**src/rtl/i2cm_pkg.sv**
```systemverilog
// i2cm_pkg: phase, stage and status codes for the i2c register access master
// no dependencies
package i2cm_pkg;

  typedef enum logic [4:0] {
    PH_IDLE, PH_WAIT_DATA, PH_ST_W, PH_ST_D1, PH_ST_D2, PH_ST_D3,
    PH_RC_W, PH_RC_D1, PH_RC_W2, PH_RC_D2, PH_SP_D1, PH_SP_W, PH_SP_D2, PH_SP_D3,
    PH_WB_D1, PH_WB_W, PH_WB_D2, PH_WB_D3, PH_WA_D1, PH_WA_W, PH_WA_D2, PH_WA_D3,
    PH_RB_D1, PH_RB_W, PH_RB_D2, PH_RB_D3, PH_RA_D1, PH_RA_W, PH_RA_D2, PH_RA_D3
  } phase_t;

  typedef enum logic [2:0] {
    SG_START1, SG_ADDRW, SG_REG, SG_START2, SG_ADDRR, SG_DATA, SG_STOP, SG_INIT
  } stage_t;

  typedef enum logic [2:0] {
    ACT_TICK = 3'd0, ACT_READ = 3'd1, ACT_WRITE = 3'd2, ACT_RECOVER = 3'd3,
    ACT_SUPPLY = 3'd4
  } action_t;

  localparam logic [2:0] ST_OK       = 3'd0;
  localparam logic [2:0] ST_INVALID  = 3'd1;
  localparam logic [2:0] ST_NOT_INIT = 3'd2;
  localparam logic [2:0] ST_TIMEOUT  = 3'd3;
  localparam logic [2:0] ST_NACK     = 3'd4;
  localparam logic [2:0] ST_STUCK    = 3'd5;

  localparam logic [3:0] RECOVER_PULSES = 4'd9;
  localparam logic [3:0] BITS_PER_BYTE  = 4'd8;

  // sequencer state carried between ticks
  typedef struct packed {
    phase_t      phase;
    stage_t      stage;
    logic [3:0]  bit_index;
    logic [15:0] delay_count;
    logic [19:0] stretch_count;
    logic [7:0]  shift_byte;
    logic [15:0] bytes_left;
    logic [3:0]  pulse_count;
    logic [6:0]  saved_address;
    logic [7:0]  saved_register;
    logic        is_read;
    logic [2:0]  pending_status;
    logic        bus_ready;
    logic        scl_low;
    logic        sda_low;
  } seq_state_t;

  // one tick's result
  typedef struct packed {
    logic       done;
    logic       valid;
    logic [2:0] status;
  } seq_event_t;

endpackage

```
**src/rtl/i2c_master_register_access.sv**
```systemverilog
// i2c_master_register_access: top level of the i2c register access master
// depends on i2cm_pkg and i2cm_seq
//
// One input beat is one sequencer tick: it carries an action and the sampled
// SCL/SDA levels, and produces exactly one result beat with the pin drives and
// status after that tick. A beat is taken every clock cycle while in_stall is
// low; the next-state logic sits between the state registers and a one-deep
// output register with a skid slot that hold the results, and a stall on the
// output side only backs up input after the skid slot fills. Register reads and
// writes, clock stretching with timeout and bus recovery (up to nine pulses
// while sda is low, then stop) are handled; a nack or timeout in a transfer
// ends it with a stop, while a timeout in recovery pulses ends it at once. Bus
// timing is set in ticks by half_period_ticks and stretch_timeout_ticks; the
// user must write them via the cfg port while idle; the block does not enforce it.
module i2c_master_register_access (
  input  logic        clk,
  input  logic        rst,
  input  logic        in_valid,
  output logic        in_stall,
  input  logic [2:0]  action,
  input  logic [6:0]  device_address,
  input  logic [7:0]  register_address,
  input  logic [15:0] byte_count,
  input  logic [7:0]  write_data,
  input  logic        scl_level,
  input  logic        sda_level,
  output logic        out_valid,
  input  logic        out_stall,
  output logic        scl_pull_low,
  output logic        sda_pull_low,
  output logic        busy_res,
  output logic        done_res,
  output logic [2:0]  status,
  output logic [7:0]  read_data,
  output logic        read_valid,
  output logic        data_request,
  output logic        ready_flag,
  input  logic        cfg_we,
  input  logic        cfg_index,
  input  logic [19:0] cfg_data
);

  typedef struct packed {
    logic       scl;
    logic       sda;
    logic       busy;
    logic       done;
    logic [2:0] status;
    logic [7:0] rdata;
    logic       rvalid;
    logic       dreq;
    logic       ready;
  } result_t;

  i2cm_pkg::seq_state_t state, state_next, state_rst;
  i2cm_pkg::seq_event_t ev;
  logic [15:0]          half_period;
  logic [19:0]          stretch_limit;
  result_t              res_new, out_reg, skid_reg;
  logic                 skid_valid;
  logic                 accept;

  assign in_stall = skid_valid;
  assign accept   = in_valid && !skid_valid;

  i2cm_seq u_seq (
    .cur                   (state),
    .action                (action),
    .device_address        (device_address),
    .register_address      (register_address),
    .byte_count            (byte_count),
    .write_data            (write_data),
    .scl_level             (scl_level),
    .sda_level             (sda_level),
    .half_period_ticks     (half_period),
    .stretch_timeout_ticks (stretch_limit),
    .nxt                   (state_next),
    .ev                    (ev)
  );

  // result fields as seen after the tick
  always_comb begin
    res_new.scl    = state_next.scl_low;
    res_new.sda    = state_next.sda_low;
    res_new.busy   = (state_next.phase != i2cm_pkg::PH_IDLE);
    res_new.done   = ev.done;
    res_new.status = ev.done ? ev.status : i2cm_pkg::ST_OK;
    res_new.rdata  = ev.valid ? state_next.shift_byte : 8'd0;
    res_new.rvalid = ev.valid;
    res_new.dreq   = (state_next.phase == i2cm_pkg::PH_WAIT_DATA);
    res_new.ready  = state_next.bus_ready;
  end

  // reset value: idle, start stage, counters and pins clear
  always_comb begin
    state_rst       = '0;
    state_rst.phase = i2cm_pkg::PH_IDLE;
    state_rst.stage = i2cm_pkg::SG_START1;
  end

  // config registers
  always_ff @(posedge clk) begin
    if (rst) begin
      half_period   <= 16'd5;
      stretch_limit <= 20'd1000;
    end else if (cfg_we) begin
      if (cfg_index == 1'b0) half_period <= cfg_data[15:0];
      else stretch_limit <= cfg_data;
    end
  end

  // sequencer state advances once per accepted beat
  always_ff @(posedge clk) begin
    if (rst) begin
      state <= state_rst;
    end else if (accept) begin
      state <= state_next;
    end
  end

  // output register with skid slot
  always_ff @(posedge clk) begin
    if (rst) begin
      out_valid  <= 1'b0;
      skid_valid <= 1'b0;
    end else begin
      if (!out_valid || !out_stall) begin
        if (skid_valid) begin
          out_reg    <= skid_reg;
          out_valid  <= 1'b1;
          skid_valid <= 1'b0;
        end else begin
          out_reg   <= res_new;
          out_valid <= accept;
        end
      end else if (accept) begin
        skid_reg   <= res_new;
        skid_valid <= 1'b1;
      end
    end
  end

  assign scl_pull_low = out_reg.scl;
  assign sda_pull_low = out_reg.sda;
  assign busy_res     = out_reg.busy;
  assign done_res     = out_reg.done;
  assign status       = out_reg.status;
  assign read_data    = out_reg.rdata;
  assign read_valid   = out_reg.rvalid;
  assign data_request = out_reg.dreq;
  assign ready_flag   = out_reg.ready;

endmodule

```
**src/rtl/i2cm_seq.sv**
```systemverilog
// i2cm_seq: combinational next-state logic of the i2c master sequencer, one tick
// depends on i2cm_pkg
module i2cm_seq (
  input  i2cm_pkg::seq_state_t cur,
  input  logic [2:0]           action,
  input  logic [6:0]           device_address,
  input  logic [7:0]           register_address,
  input  logic [15:0]          byte_count,
  input  logic [7:0]           write_data,
  input  logic                 scl_level,
  input  logic                 sda_level,
  input  logic [15:0]          half_period_ticks,
  input  logic [19:0]          stretch_timeout_ticks,
  output i2cm_pkg::seq_state_t nxt,
  output i2cm_pkg::seq_event_t ev
);

  logic [15:0] delay_load;
  logic [19:0] stretch_inc;
  logic [7:0]  addr_byte;
  logic        is_wait;
  logic [3:0]  bit_inc;
  logic [2:0]  stop_r;

  assign delay_load  = (half_period_ticks == 16'd0) ? 16'd1 : half_period_ticks;
  assign stretch_inc = cur.stretch_count + 20'd1;
  assign addr_byte   = {cur.saved_address, 1'b0};
  assign bit_inc     = cur.bit_index + 4'd1;
  assign is_wait = (cur.phase == i2cm_pkg::PH_ST_W) || (cur.phase == i2cm_pkg::PH_RC_W) ||
                   (cur.phase == i2cm_pkg::PH_RC_W2) || (cur.phase == i2cm_pkg::PH_SP_W) ||
                   (cur.phase == i2cm_pkg::PH_WB_W) || (cur.phase == i2cm_pkg::PH_WA_W) ||
                   (cur.phase == i2cm_pkg::PH_RB_W) || (cur.phase == i2cm_pkg::PH_RA_W);
  assign stop_r = (cur.pending_status != i2cm_pkg::ST_OK) ? cur.pending_status :
                  (sda_level ? i2cm_pkg::ST_OK : i2cm_pkg::ST_STUCK);

  always_comb begin
    i2cm_pkg::phase_t tgt;
    logic             do_go;
    logic             do_finish;
    logic [2:0]       fin_code;
    logic             do_fail;
    logic [2:0]       fail_code;
    logic             do_adv;
    logic             wr_begin;
    logic [7:0]       wr_byte;
    logic             rd_begin;

    nxt       = cur;
    ev        = '0;
    tgt       = i2cm_pkg::PH_IDLE;
    do_go     = 1'b0;
    do_finish = 1'b0;
    fin_code  = i2cm_pkg::ST_OK;
    do_fail   = 1'b0;
    fail_code = i2cm_pkg::ST_OK;
    do_adv    = 1'b0;
    wr_begin  = 1'b0;
    wr_byte   = 8'd0;
    rd_begin  = 1'b0;

    if (cur.phase == i2cm_pkg::PH_IDLE) begin
      if (action == i2cm_pkg::ACT_READ || action == i2cm_pkg::ACT_WRITE) begin
        if (byte_count == 16'd0) begin
          do_finish = 1'b1;
          fin_code  = i2cm_pkg::ST_INVALID;
        end else if (!cur.bus_ready) begin
          do_finish = 1'b1;
          fin_code  = i2cm_pkg::ST_NOT_INIT;
        end else begin
          nxt.saved_address  = device_address;
          nxt.saved_register = register_address;
          nxt.bytes_left     = byte_count;
          nxt.is_read        = (action == i2cm_pkg::ACT_READ);
          nxt.pending_status = i2cm_pkg::ST_OK;
          nxt.stage          = i2cm_pkg::SG_START1;
          do_go = 1'b1;
          tgt   = i2cm_pkg::PH_ST_W;
        end
      end else if (action == i2cm_pkg::ACT_RECOVER) begin
        nxt.stage          = i2cm_pkg::SG_INIT;
        nxt.pending_status = i2cm_pkg::ST_OK;
        nxt.pulse_count    = 4'd0;
        do_go = 1'b1;
        tgt   = i2cm_pkg::PH_RC_W;
      end
    end else if (cur.phase == i2cm_pkg::PH_WAIT_DATA) begin
      if (action == i2cm_pkg::ACT_SUPPLY) begin
        wr_begin = 1'b1;
        wr_byte  = write_data;
      end
    end else if (is_wait) begin
      if (scl_level) begin
        do_go = 1'b1;
        case (cur.phase)
          i2cm_pkg::PH_ST_W: begin
            if (sda_level) tgt = i2cm_pkg::PH_ST_D1;
            else begin
              nxt.pulse_count = 4'd0;
              tgt = i2cm_pkg::PH_RC_W;
            end
          end
          i2cm_pkg::PH_RC_W: begin
            tgt = (cur.pulse_count < i2cm_pkg::RECOVER_PULSES && !sda_level) ?
                  i2cm_pkg::PH_RC_D1 : i2cm_pkg::PH_SP_D1;
          end
          i2cm_pkg::PH_RC_W2: tgt = i2cm_pkg::PH_RC_D2;
          i2cm_pkg::PH_SP_W:  tgt = i2cm_pkg::PH_SP_D2;
          i2cm_pkg::PH_WB_W:  tgt = i2cm_pkg::PH_WB_D2;
          i2cm_pkg::PH_WA_W:  tgt = i2cm_pkg::PH_WA_D2;
          i2cm_pkg::PH_RB_W:  tgt = i2cm_pkg::PH_RB_D2;
          default:            tgt = i2cm_pkg::PH_RA_D2;
        endcase
      end else begin
        nxt.stretch_count = stretch_inc;
        if (stretch_inc >= stretch_timeout_ticks) begin
          if (cur.phase == i2cm_pkg::PH_SP_W) begin
            if (cur.pending_status == i2cm_pkg::ST_OK)
              nxt.pending_status = i2cm_pkg::ST_TIMEOUT;
            do_go = 1'b1;
            tgt   = i2cm_pkg::PH_SP_D2;
          end else begin
            do_fail   = 1'b1;
            fail_code = i2cm_pkg::ST_TIMEOUT;
          end
        end
      end
    end else if (cur.delay_count > 16'd1) begin
      nxt.delay_count = cur.delay_count - 16'd1;
    end else begin
      case (cur.phase)
        i2cm_pkg::PH_ST_D1: begin do_go = 1'b1; tgt = i2cm_pkg::PH_ST_D2; end
        i2cm_pkg::PH_ST_D2: begin do_go = 1'b1; tgt = i2cm_pkg::PH_ST_D3; end
        i2cm_pkg::PH_ST_D3: do_adv = 1'b1;
        i2cm_pkg::PH_RC_D1: begin do_go = 1'b1; tgt = i2cm_pkg::PH_RC_W2; end
        i2cm_pkg::PH_RC_D2: begin
          nxt.pulse_count = cur.pulse_count + 4'd1;
          do_go = 1'b1;
          tgt = (nxt.pulse_count < i2cm_pkg::RECOVER_PULSES && !sda_level) ?
                i2cm_pkg::PH_RC_D1 : i2cm_pkg::PH_SP_D1;
        end
        i2cm_pkg::PH_SP_D1: begin do_go = 1'b1; tgt = i2cm_pkg::PH_SP_W; end
        i2cm_pkg::PH_SP_D2: begin do_go = 1'b1; tgt = i2cm_pkg::PH_SP_D3; end
        i2cm_pkg::PH_SP_D3: begin
          if (cur.stage == i2cm_pkg::SG_STOP) begin
            do_finish = 1'b1;
            fin_code  = cur.pending_status;
          end else if (cur.stage == i2cm_pkg::SG_INIT) begin
            nxt.bus_ready = (stop_r == i2cm_pkg::ST_OK);
            do_finish = 1'b1;
            fin_code  = stop_r;
          end else if (stop_r != i2cm_pkg::ST_OK) begin
            nxt.pending_status = stop_r;
            nxt.stage = i2cm_pkg::SG_STOP;
            do_go = 1'b1;
            tgt   = i2cm_pkg::PH_SP_D1;
          end else begin
            do_go = 1'b1;
            tgt   = i2cm_pkg::PH_ST_D1;
          end
        end
        i2cm_pkg::PH_WB_D1: begin do_go = 1'b1; tgt = i2cm_pkg::PH_WB_W; end
        i2cm_pkg::PH_WB_D2: begin do_go = 1'b1; tgt = i2cm_pkg::PH_WB_D3; end
        i2cm_pkg::PH_WB_D3: begin
          nxt.shift_byte = {cur.shift_byte[6:0], 1'b0};
          nxt.bit_index  = bit_inc;
          do_go = 1'b1;
          tgt = (bit_inc < i2cm_pkg::BITS_PER_BYTE) ? i2cm_pkg::PH_WB_D1 : i2cm_pkg::PH_WA_D1;
        end
        i2cm_pkg::PH_WA_D1: begin do_go = 1'b1; tgt = i2cm_pkg::PH_WA_W; end
        i2cm_pkg::PH_WA_D2: begin
          nxt.scl_low = 1'b1;
          if (sda_level) begin
            do_fail   = 1'b1;
            fail_code = i2cm_pkg::ST_NACK;
          end else begin
            do_go = 1'b1;
            tgt   = i2cm_pkg::PH_WA_D3;
          end
        end
        i2cm_pkg::PH_WA_D3: begin
          if (cur.stage == i2cm_pkg::SG_DATA && cur.bytes_left != 16'd0)
            nxt.bytes_left = cur.bytes_left - 16'd1;
          do_adv = 1'b1;
        end
        i2cm_pkg::PH_RB_D1: begin do_go = 1'b1; tgt = i2cm_pkg::PH_RB_W; end
        i2cm_pkg::PH_RB_D2: begin
          nxt.shift_byte = {cur.shift_byte[6:0], sda_level};
          do_go = 1'b1;
          tgt   = i2cm_pkg::PH_RB_D3;
        end
        i2cm_pkg::PH_RB_D3: begin
          nxt.bit_index = bit_inc;
          do_go = 1'b1;
          tgt = (bit_inc < i2cm_pkg::BITS_PER_BYTE) ? i2cm_pkg::PH_RB_D1 : i2cm_pkg::PH_RA_D1;
        end
        i2cm_pkg::PH_RA_D1: begin do_go = 1'b1; tgt = i2cm_pkg::PH_RA_W; end
        i2cm_pkg::PH_RA_D2: begin do_go = 1'b1; tgt = i2cm_pkg::PH_RA_D3; end
        default: begin
          ev.valid = 1'b1;
          if (cur.bytes_left != 16'd0) nxt.bytes_left = cur.bytes_left - 16'd1;
          do_adv = 1'b1;
        end
      endcase
    end

    // fail: init aborts at once, a transfer goes to stop
    if (do_fail) begin
      nxt.pending_status = fail_code;
      if (cur.stage == i2cm_pkg::SG_INIT) begin
        nxt.bus_ready = 1'b0;
        do_finish = 1'b1;
        fin_code  = fail_code;
      end else begin
        nxt.stage = i2cm_pkg::SG_STOP;
        do_go = 1'b1;
        tgt   = i2cm_pkg::PH_SP_D1;
      end
    end

    // advance to the next transfer stage
    if (do_adv) begin
      case (cur.stage)
        i2cm_pkg::SG_START1: begin
          nxt.stage = i2cm_pkg::SG_ADDRW; wr_begin = 1'b1; wr_byte = addr_byte;
        end
        i2cm_pkg::SG_ADDRW: begin
          nxt.stage = i2cm_pkg::SG_REG; wr_begin = 1'b1; wr_byte = cur.saved_register;
        end
        i2cm_pkg::SG_REG: begin
          if (cur.is_read) begin
            nxt.stage = i2cm_pkg::SG_START2; do_go = 1'b1; tgt = i2cm_pkg::PH_ST_W;
          end else begin
            nxt.stage = i2cm_pkg::SG_DATA; nxt.phase = i2cm_pkg::PH_WAIT_DATA;
          end
        end
        i2cm_pkg::SG_START2: begin
          nxt.stage = i2cm_pkg::SG_ADDRR; wr_begin = 1'b1; wr_byte = {addr_byte[7:1], 1'b1};
        end
        i2cm_pkg::SG_ADDRR: begin
          nxt.stage = i2cm_pkg::SG_DATA; rd_begin = 1'b1;
        end
        default: begin
          if (nxt.bytes_left != 16'd0) begin
            if (cur.is_read) rd_begin = 1'b1;
            else nxt.phase = i2cm_pkg::PH_WAIT_DATA;
          end else begin
            nxt.stage = i2cm_pkg::SG_STOP; do_go = 1'b1; tgt = i2cm_pkg::PH_SP_D1;
          end
        end
      endcase
    end

    if (wr_begin) begin
      nxt.shift_byte = wr_byte;
      nxt.bit_index  = 4'd0;
      do_go = 1'b1;
      tgt   = i2cm_pkg::PH_WB_D1;
    end
    if (rd_begin) begin
      nxt.shift_byte = 8'd0;
      nxt.bit_index  = 4'd0;
      do_go = 1'b1;
      tgt   = i2cm_pkg::PH_RB_D1;
    end

    // entering a phase sets pins and reloads the timers
    if (do_go) begin
      nxt.phase = tgt;
      case (tgt)
        i2cm_pkg::PH_ST_W, i2cm_pkg::PH_RC_W: begin
          nxt.scl_low = 1'b0; nxt.sda_low = 1'b0;
        end
        i2cm_pkg::PH_ST_D2, i2cm_pkg::PH_SP_D1: nxt.sda_low = 1'b1;
        i2cm_pkg::PH_ST_D3, i2cm_pkg::PH_RC_D1, i2cm_pkg::PH_WB_D3, i2cm_pkg::PH_RB_D3:
          nxt.scl_low = 1'b1;
        i2cm_pkg::PH_RC_W2, i2cm_pkg::PH_SP_W, i2cm_pkg::PH_WB_W, i2cm_pkg::PH_WA_W,
        i2cm_pkg::PH_RB_W, i2cm_pkg::PH_RA_W:
          nxt.scl_low = 1'b0;
        i2cm_pkg::PH_SP_D3, i2cm_pkg::PH_WA_D1, i2cm_pkg::PH_RB_D1: nxt.sda_low = 1'b0;
        i2cm_pkg::PH_WB_D1: nxt.sda_low = ~nxt.shift_byte[7];
        i2cm_pkg::PH_RA_D1: nxt.sda_low = (nxt.bytes_left > 16'd1);
        i2cm_pkg::PH_RA_D3: begin
          nxt.scl_low = 1'b1; nxt.sda_low = 1'b0;
        end
        default: ;
      endcase
      nxt.delay_count   = delay_load;
      nxt.stretch_count = 20'd0;
    end

    if (do_finish) begin
      ev.done   = 1'b1;
      ev.status = fin_code;
      nxt.phase = i2cm_pkg::PH_IDLE;
    end
  end

endmodule
```
**config.mk**
```make
export PLATFORM = sky130hd
export DESIGN_NAME = i2c_master_register_access
export DESIGN_NICKNAME = d
export VERILOG_FILES = /design/src/rtl/i2cm_pkg.sv /design/src/rtl/i2c_master_register_access.sv /design/src/rtl/i2cm_seq.sv
export SDC_FILE = /design/constraint.sdc
export NUM_CORES = 1
export LEC_CHECK = 0
export BUFFER_PORTS_ARGS = -buffer_cell sky130_fd_sc_hd__buf_2
export CELL_PAD_IN_SITES_DETAIL_PLACEMENT = 1
export CELL_PAD_IN_SITES_GLOBAL_PLACEMENT = 2
export CORE_MARGIN = 4
export CORE_UTILIZATION = 36
export DETAILED_ROUTE_END_ITERATION = 10
export GPL_ROUTABILITY_DRIVEN = 0
export PLACE_DENSITY = 0.83
export SLEW_MARGIN = 15
export SYNTH_ARGS = -nofsm -noshare
export SYNTH_HDL_FRONTEND = slang
export SYNTH_HIERARCHICAL = 1
export SYNTH_SLANG_ARGS = --single-unit
```
**constraint.sdc**
```tcl
create_clock -name clk -period 6.35 [get_ports clk]
set_clock_uncertainty 0.15 [all_clocks]
set_input_delay 0.3175 -clock clk [delete_from_list [all_inputs] [get_ports clk]]
set_output_delay 0.3175 -clock clk [all_outputs]
set_load 0.01 [all_outputs]
```
==> metrics.md, run 1 <==
| Metric | Value |
|---|---|
| CTS Root Cell | clkbuf_16 |
| Vias per inst | 5.54 |
| CP Capture Point | data_request |
| H-tree depth | 4 |
| Crit Path Max Fanout | 8 |
| Row cnt | 66 |
| Register area | 3800 um2 |
| Sink Count | roughly 170 |
| Logic pwr share | between 10% and 20% |
| Mapped Area | roughly 12000 um2 |
| Flop pwr share | 41.3% |
| Initial DRC Count | 772 |
| Reg2reg end | data_request |
| Post-DP HPWL | 28100 um |
| Post-synth cell types | 92 |
| Initial Utilization | 36.4% |
| Worst-path clk slew | 0.07 ns |
| Max reg flops | between 90 and 100 |
| R2r startpoint | state[50] |
| Slew Limit Fails | 0 |
| Crit path from | state[50] |
| Crit path capture type | register |
| Post-synth top area cell | dfxtp_1 |
| Leakage | 5.14 nW |
| Final antenna-violating net count | 0 |
| Drt first pass iters | 7 |
| CP Class | reg -> reg |
| Arrival time at the worst endpoint | between 5 and 6 ns |
| GRT Residual Overflow | 0 |
| Area occupied by multi-input gates | 7410 um2 |
| Mux cell area share after synthesis | between 3 and 4% |
| CP Launch Type | register |
| CTS tree | built |
| Yosys warns | 6 |
| Mean Syn Cell Area | 7.34 um2 |
| Die W | 189 um |
| Internal power | 0.00190 W |
| Top-area cell type share of the netlist area | 23.0% |
| Period utilisation layout | 93.0% |
| IO Count | 90 |
| Final setup vio count | 0 |
| Most used flip-flop cell after synthesis | dfxtp_1 |
| DR DRC count | 0 |
| Layout filler cell count | 4023 |
| Die Area | 35800 um2 |
| Clk buf depth | 2 |
| Flop-to-flop setup slack | 0.44 ns |
| Status | finished clean |
| Num CTS Buffers | 17 |
| Number of global-route vias before repair | 11700 |
| Buffers on Ports | 89 |
| PD cells | ~210 nW/um2 |
| Register area share after synthesis | around a third |
| Diode count | 0 |
| Wirelength per Cell | 18.8 um |
| Main combinational cell family by area after synthesis | simple AND/OR/NAND/NOR gates |
| Nets@finish | around 1800 |
| RSZ-0062 raised after global routing | no |
| Synth top area cells | dfxtp_1 23%, nand2_1 13%, edfxtp_1 9.1%, a21oi_1 7.4%, nor2_1 3.4% |
| R2R depth | 25 |
| Synth Area in Adders | between 2 and 3% |
| Relative slew slack | just over 20% |
| VDD IR max | 188 uV |
| Antenna violations before repair | 0 |
| Post-Syn Instances | roughly 1600 |
| Layout cell share with drive strength beyond 1 | 12.8% |
| Chip Height | 189 um |
| Net switching power | roughly 0.00094 W |
| Sw Share | 33.0% |
| Syn-to-layout area delta | 13.3% |
| Number of synthesized register bits | 172 |
| Hold Path Class | in -> reg |
| Worst skew pair latency | around 0.45 ns |
| Area share of and/or/nand/nor cells after synthesis | a little under a third |
| Final hold viol count | 0 |
| F_max | approximately 170 MHz |
| Max-cap violations | 0 |
| EDFF count, synth | 36 |
| Largest net degree at the start of global routing | 99 |
| TNS Setup | 0 ns |
| First-pass GRT wire length | 64200 um |
| Compound-Gate Fraction of Synth Area | 19.3% |
| Core ar. | approximately 32000 um2 |
| Net Count, Synth | 1708 |
| Measured slew at the worst slew-check pin | 1.19 ns |
| Async SR Flop Fraction | 0% |
| Via Count | 11700 |
| XOR/XNOR Fraction of Synth Area | under 10% |
| Detailed Route WL | about 40000 um |
| Power share of the clock group | 39.3% |
| GRT Overall Usage | 22.0% |
| Hold_ws | roughly 0.034 ns |
| Critical Path RT | 6.39 ns |
| Tmin final | approximately 5.9 ns |
## stage by stage
stage               area (um2)  setup slack [ns]  utilization (%)  instances  total power (W)
floorplan                11800              1.07                -       1610          0.00155
global placement         12600             0.404             38.7       2066          0.00172
detailed placement       12600            0.0223             38.7       2066          0.00173
CTS                      13400           0.00264             41.2       2117          0.00286
global route             13400            0.0125             41.3       2117          0.00297
finish                   13400             0.443             41.3       2117          0.00284
## critical path: stages, from the launching register on
cell and delay, ns:
dfxtp_1 0.42, ha_1 0.25, nand3_1 0.20, nor2_1 0.28, and3_1 0.26, and3_1 0.24
nand3_1 0.15, nor2_1 0.22, and3_1 0.24, nand3_1 0.12, xnor2_1 0.15, ha_1 0.30
nand4_1 0.11, nor2_1 0.12, o2111ai_1 0.20, o21ai_0 0.30, nand3_2 0.21, a21boi_1 0.38
nor3_1 0.10, o21ai_0 0.14, or3_1 0.21, a21oi_1 0.06, nor3_1 0.31, nor4_2 0.10
and2_1 0.18, mux2_2 0.26
## area by class of cell
| cell class | count | area share (%) |
|---|---|---|
| sequential | 172 | 28.4 |
| inverter | 43 | 1.21 |
| clock inverter | 15 | 1.47 |
| timing repair buffer | 135 | 6.31 |
| clock buffer | 17 | 3.18 |
| multi-input combinational | 1293 | 55.3 |
| tap | 442 | 4.13 |
## power groups by stage
stage / Clock [W] / Sequential [W] / Combinational (W)
3_5_place_dp: 0 / 0.00120 / 0.000530
3_3_place_gp: 0 / 0.00120 / 0.000522
4_1_cts: 0.00115 / 0.00117 / 0.000541
5_1_grt: 0.00119 / 0.00118 / 0.000596
2_1_floorplan: 0 / 0.00119 / 0.000365
6_report: 0.00112 / 0.00117 / 0.000549
## how the worst min path moves through the flow
stage / from / endpoint / slack [ns] / depth (start not counted)
6_report: cfg_data[13] / stretch_limit[13] / 0.03 / 3
5_1_grt: cfg_data[13] / stretch_limit[13] / 0.04 / 3
4_1_cts: cfg_data[13] / stretch_limit[13] / 0.001 / 3
3_5_place_dp: state[49] / state[49] / 0.30 / 2
3_3_place_gp: state[0] / state[0] / 0.29 / 2
2_1_floorplan: state[2] / state[2] / 0.29 / 2
## cell usage in the layout, fill, tap and decap left out, types with 7 or more instances in the layout
cell type / synthesis / final
xor2_1: 33 / 33
xnor2_1: 30 / 30
o21ai_1: 20 / 20
buf_2: 23 / 88
dfxtp_1: 136 / 136
or2_2: 8 / 8
and3_1: 15 / 15
o31a_1: 7 / 7
o22ai_1: 7 / 7
a211oi_1: 7 / 7
or3_1: 9 / 9
mux2i_1: 16 / 16
o31ai_1: 12 / 12
o211ai_1: 9 / 9
nand2b_1: 22 / 21
nand3_1: 36 / 35
nand2_1: 424 / 424
nand4_1: 11 / 11
edfxtp_1: 36 / 36
nor4_1: 17 / 16
dlygate4sd3_1: 0 / 19
nor2_1: 107 / 105
mux2_2: 22 / 22
inv_1: 43 / 43
a21o_1: 16 / 16
ha_1: 28 / 28
nor3_1: 46 / 45
a21oi_1: 174 / 173
clkbuf_16: 0 / 17
a31oi_1: 12 / 12
o21ai_0: 45 / 45
buf_4: 5 / 27
nor2b_1: 16 / 15
and2_1: 20 / 20
nand3b_1: 11 / 11
## kinds of logic (layout without fill, tap and decap cells)
group / Yosys count / in the layout
compound gates: 373 / 373
xor+xnor: 63 / 63
buf+inv: 145 / 210
fa+ha+maj: 28 / 28
simple gates: 791 / 791
flops: 172 / 172
mux: 38 / 38
## Yosys cell counts, types with 5 or more instances
library cell and number:
a2111oi_0 7, a211oi_1 7, a21o_1 16, a21oi_1 174, a22o_1 6, a22oi_1 5, a31oi_1 12, and2_1 20
and3_1 15, buf_1 7, buf_2 23, buf_4 5, buf_6 8, clkbuf_1 57, dfxtp_1 136, edfxtp_1 36
ha_1 28, inv_1 43, mux2_2 22, mux2i_1 16, nand2_1 424, nand2b_1 22, nand3_1 36, nand3b_1 11
nand4_1 11, nor2_1 107, nor2b_1 16, nor3_1 46, nor4_1 17, o211ai_1 9, o21ai_0 45, o21ai_1 20
o22ai_1 7, o31a_1 7, o31ai_1 12, or2_2 8, or3_1 9, xnor2_1 30, xor2_1 33
## routing by layer
metal | global-route usage (%) | vias to the layer above | wire, um
met5 | 0 | - | 0
met4 | 4.74 | 0 | 531
met3 | 3.41 | 38 | 1750
met2 | 34.7 | 251 | 18000
met1 | 31.8 | 5728 | 19500
li1 | - | 5713 | -
## timing repair
item | 4_1_cts | 5_1_grt
hold buffers | 19 | 0
setup endpoints to repair | 0 | 26
endpoints found under the hold margin | 30 | 0
resized for setup | 0 | 7
setup buffers | 0 | 0
(Power assumes the default switching activity.)
==> run 2, diff against run 1 <==
Settings changed: CORE_UTILIZATION 36 to 32, PLACE_DENSITY 0.83 to 0.78.
Clock period 6.35 ns to 5.4 ns, I/O delays scaled along.
==> run 2 against run 1 <==
Net effect:
- final cell count is 3.8% higher
- power is 19% higher
- via count is 1.5% higher
- maximum frequency is 15% higher
- sequential cell count stayed put
- register-to-register slack worse by 0.19 ns
- sequential share of layout area is 1.2 points lower
- largest cell class unchanged
- non-clock buffer count is 53 higher
- largest power group unchanged
==> metrics.md, run 2 (same netlist as run 1, synthesis figures left out) <==
| Metric | Value |
|---|---|
| Via Count | 11900 (was 11700) |
| Arrival time at the worst endpoint | 5.22 ns (was 5.95 ns) |
| CP max stage delay | 0.36 ns (was 0.42 ns) |
| Worst-path clk slew | 0.08 ns (was 0.07 ns) |
| Clk buf depth | 2 (unchanged) |
| Worst skew pair latency | 0.47 ns (was 0.45 ns) |
| Top Layer Used | met4 (unchanged) |
| CTS Root Cell | clkbuf_16 (unchanged) |
| Final hold viol count | 0 (unchanged) |
| Chip Height | 200 um (was 189 um) |
| Final setup vio count | 0 (unchanged) |
| Most frequent cells in the layout | 424 x nand2_1, 171 x a21oi_1, 133 x dfxtp_1 (was 424 x nand2_1, 173 x a21oi_1, 136 x dfxtp_1) |
| Measured slew at the worst slew-check pin | 1.06 ns (was 1.19 ns) |
| Max reg flops | 98 (unchanged) |
| Wirelength per Cell | 19.2 um (was 18.8 um) |
| Hold Path Sink | state[15] (was stretch_limit[13]) |
| Syn-to-layout area delta | 18.6% (was 13.3%) |
| Metal2 WL | 19300 um (was 18000 um) |
| Worst path bufs/invs | 0 (unchanged) |
| IO Count | 90 (unchanged) |
| Cell family with most CP delay | simple AND/OR/NAND/NOR gates (unchanged) |
| Worst hold stages | 5 (was 3) |
| Buffers on Ports | 89 (unchanged) |
| Final worst slack | 0.253 ns (was 0.443 ns) |
| GRT Overall Usage | 20.4% (was 22.0%) |
| Initial DRC Count | 767 (was 772) |
| Vias per inst | 5.42 (was 5.54) |
| Drt first pass iters | 5 (was 7) |
| Initial Utilization | 32.4% (was 36.4%) |
| Num CTS Buffers | 17 (unchanged) |
| Crit path capture type | register (unchanged) |
| CP Launch Type | register (unchanged) |
| Worst-path cell chain | nand3_1, nor2_2, and3_1, and3_2, nand3_2, nor2_4, and3_4, nand3_2, xnor2_2, ha_1, a21o_1, a21o_1, a21oi_1, o21a_2, o221ai_4, o311ai_1, nand2_1, or2_4, or2_2, a31oi_1, nor2_1, nor4_2, nand2b_1, mux2_2 |
| Core ar. | 36500 um2 (was 32500 um2) |
| VDD IR max | 226 uV (was 188 uV) |
| Crit-path slowest cell | dfxtp_2 (was dfxtp_1) |
| GRT Residual Overflow | 0 (unchanged) |
| Die W | 200 um (was 189 um) |
| Slew Limit Fails | 0 (unchanged) |
| Commonest non-fill, non-tap cell in the layout | nand2_1 (unchanged) |
| Flop-to-flop setup slack | 0.25 ns (was 0.44 ns) |
| Met1 wire length | 20500 um (was 19500 um) |
| Sink Count | 172 (unchanged) |
| Nets@finish | 1813 (was 1760) |
| Largest net degree at the start of global routing | 85 (was 99) |
| Pre-CTS setup slack | -0.135 ns (was 0.0223 ns) |
| Post-DP HPWL | 30000 um (was 28100 um) |
| CTS tree | built (unchanged) |
| Status | finished clean (unchanged) |
| Hold Path Class | in -> reg (unchanged) |
| Met3 wire len | 1520 um (was 1750 um) |
| Leakage | 5.42 nW (was 5.14 nW) |
| Die Area | 40100 um2 (was 35800 um2) |
| Layout cell share with drive strength beyond 1 | 15.9% (was 12.8%) |
| Antenna violations before repair | 0 (unchanged) |
| Final antenna-violating net count | 0 (unchanged) |
| CP Class | reg -> reg (unchanged) |
| TNS Setup | 0 ns (unchanged) |
| Crit Path Max Fanout | 5 (was 8) |
| Reg2reg end | busy_res (was data_request) |
| H-tree depth | 4 (unchanged) |
| Number of global-route vias before repair | 12000 (was 11700) |
| Hold_sp | device_address[0] (was cfg_data[13]) |
| Detailed Route WL | 42200 um (was 39700 um) |
| Relative slew slack | 29.3% (was 20.6%) |
| Period utilisation layout | 95.3% (was 93.0%) |
| R2R depth | 24 (was 25) |
| Tmin final | 5.15 ns (was 5.91 ns) |
| PD cells | 240 nW/um2 (was 212 nW/um2) |
| Row cnt | 70 (was 66) |
| F_max | 194 MHz (was 169 MHz) |
| Post-layout util | 38.4% (was 41.3%) |
| Critical Path RT | 5.48 ns (was 6.39 ns) |
| R2r startpoint | state[51] (was state[50]) |
| Max-cap violations | 0 (unchanged) |
| DR DRC count | 0 (unchanged) |
| First-pass GRT wire length | 67200 um (was 64200 um) |
run 2: worst register-to-register path, stage by stage, from the launching register on:
cell      delay [ns]
dfxtp_2         0.36
nand3_1         0.13
nor2_2          0.13
and3_1          0.19
and3_2          0.23
nand3_2         0.13
nor2_4          0.12
and3_4          0.21
nand3_2         0.12
xnor2_2         0.16
ha_1            0.30
a21o_1          0.18
a21o_1          0.17
a21oi_1         0.14
o21a_2          0.20
o221ai_4        0.14
o311ai_1        0.12
nand2_1         0.16
or2_4           0.27
or2_2           0.29
a31oi_1         0.19
nor2_1          0.09
nor4_2          0.32
nand2b_1        0.11
mux2_2          0.27
run 2: final cells by class:
type                            instances  area, um2
Timing Repair Buffer                  188       1310
Antenna cell                            2       5.00
Multi-Input combinational cell       1293       7520
Inverter                               43        161
Sequential cell                       172       3810
Clock buffer                           17        425
Fill cell                            4477      22500
Tap cell                              468        586
Clock inverter                         15        200
run 2: power by group:
part           switching, W  leakage, nW  total [W]  internal, W
Clock              0.000662        0.295    0.00129     0.000630
Sequential        0.0000303         1.44    0.00138      0.00135
Combinational      0.000446         3.68   0.000698     0.000252
Total               0.00114         5.42    0.00337      0.00223
run 2: repair_timing:
| item | in CTS | in global routing |
|---|---|---|
| resized for setup | 3 | 37 |
| hold buffers | 33 | 0 |
| hold endpoints to repair | 50 | 0 |
| setup buffers | 0 | 1 |
| setup endpoints to repair | 5 | 47 |
| pin swaps | 1 | 7 |
run 2: metrics by stage:
step | instances | hold WS [ns] | power, W | area (um2)
2_1_floorplan | 1610 | 0.241 | 0.00183 | 11800
3_3_place_gp | 2130 | 0.295 | 0.00205 | 12900
3_5_place_dp | 2130 | 0.300 | 0.00206 | 12900
4_1_cts | 2195 | 0.000737 | 0.00337 | 13900
5_1_grt | 2196 | 0.0131 | 0.00351 | 14000
6_report | 2198 | 0.00883 | 0.00337 | 14000
run 2: worst max-delay path by stage:
stage,startpoint,to,slack [ns],cells past startpoint
finish,state[51],busy_res,0.25,24
global route,state[50],busy_res,-0.03,25
CTS,state[51],data_request,-0.08,24
detailed placement,state[51],busy_res,-0.13,24
floorplan,state[52],busy_res,0.12,26
global placement,state[51],busy_res,0.08,24
run 2: layer usage:
layer  GRT usage (%)  vias up
met1            28.5     5835
met4            5.85        0
met3            3.30       48
met5               0        -
met2            32.7      213
li1                -     5813
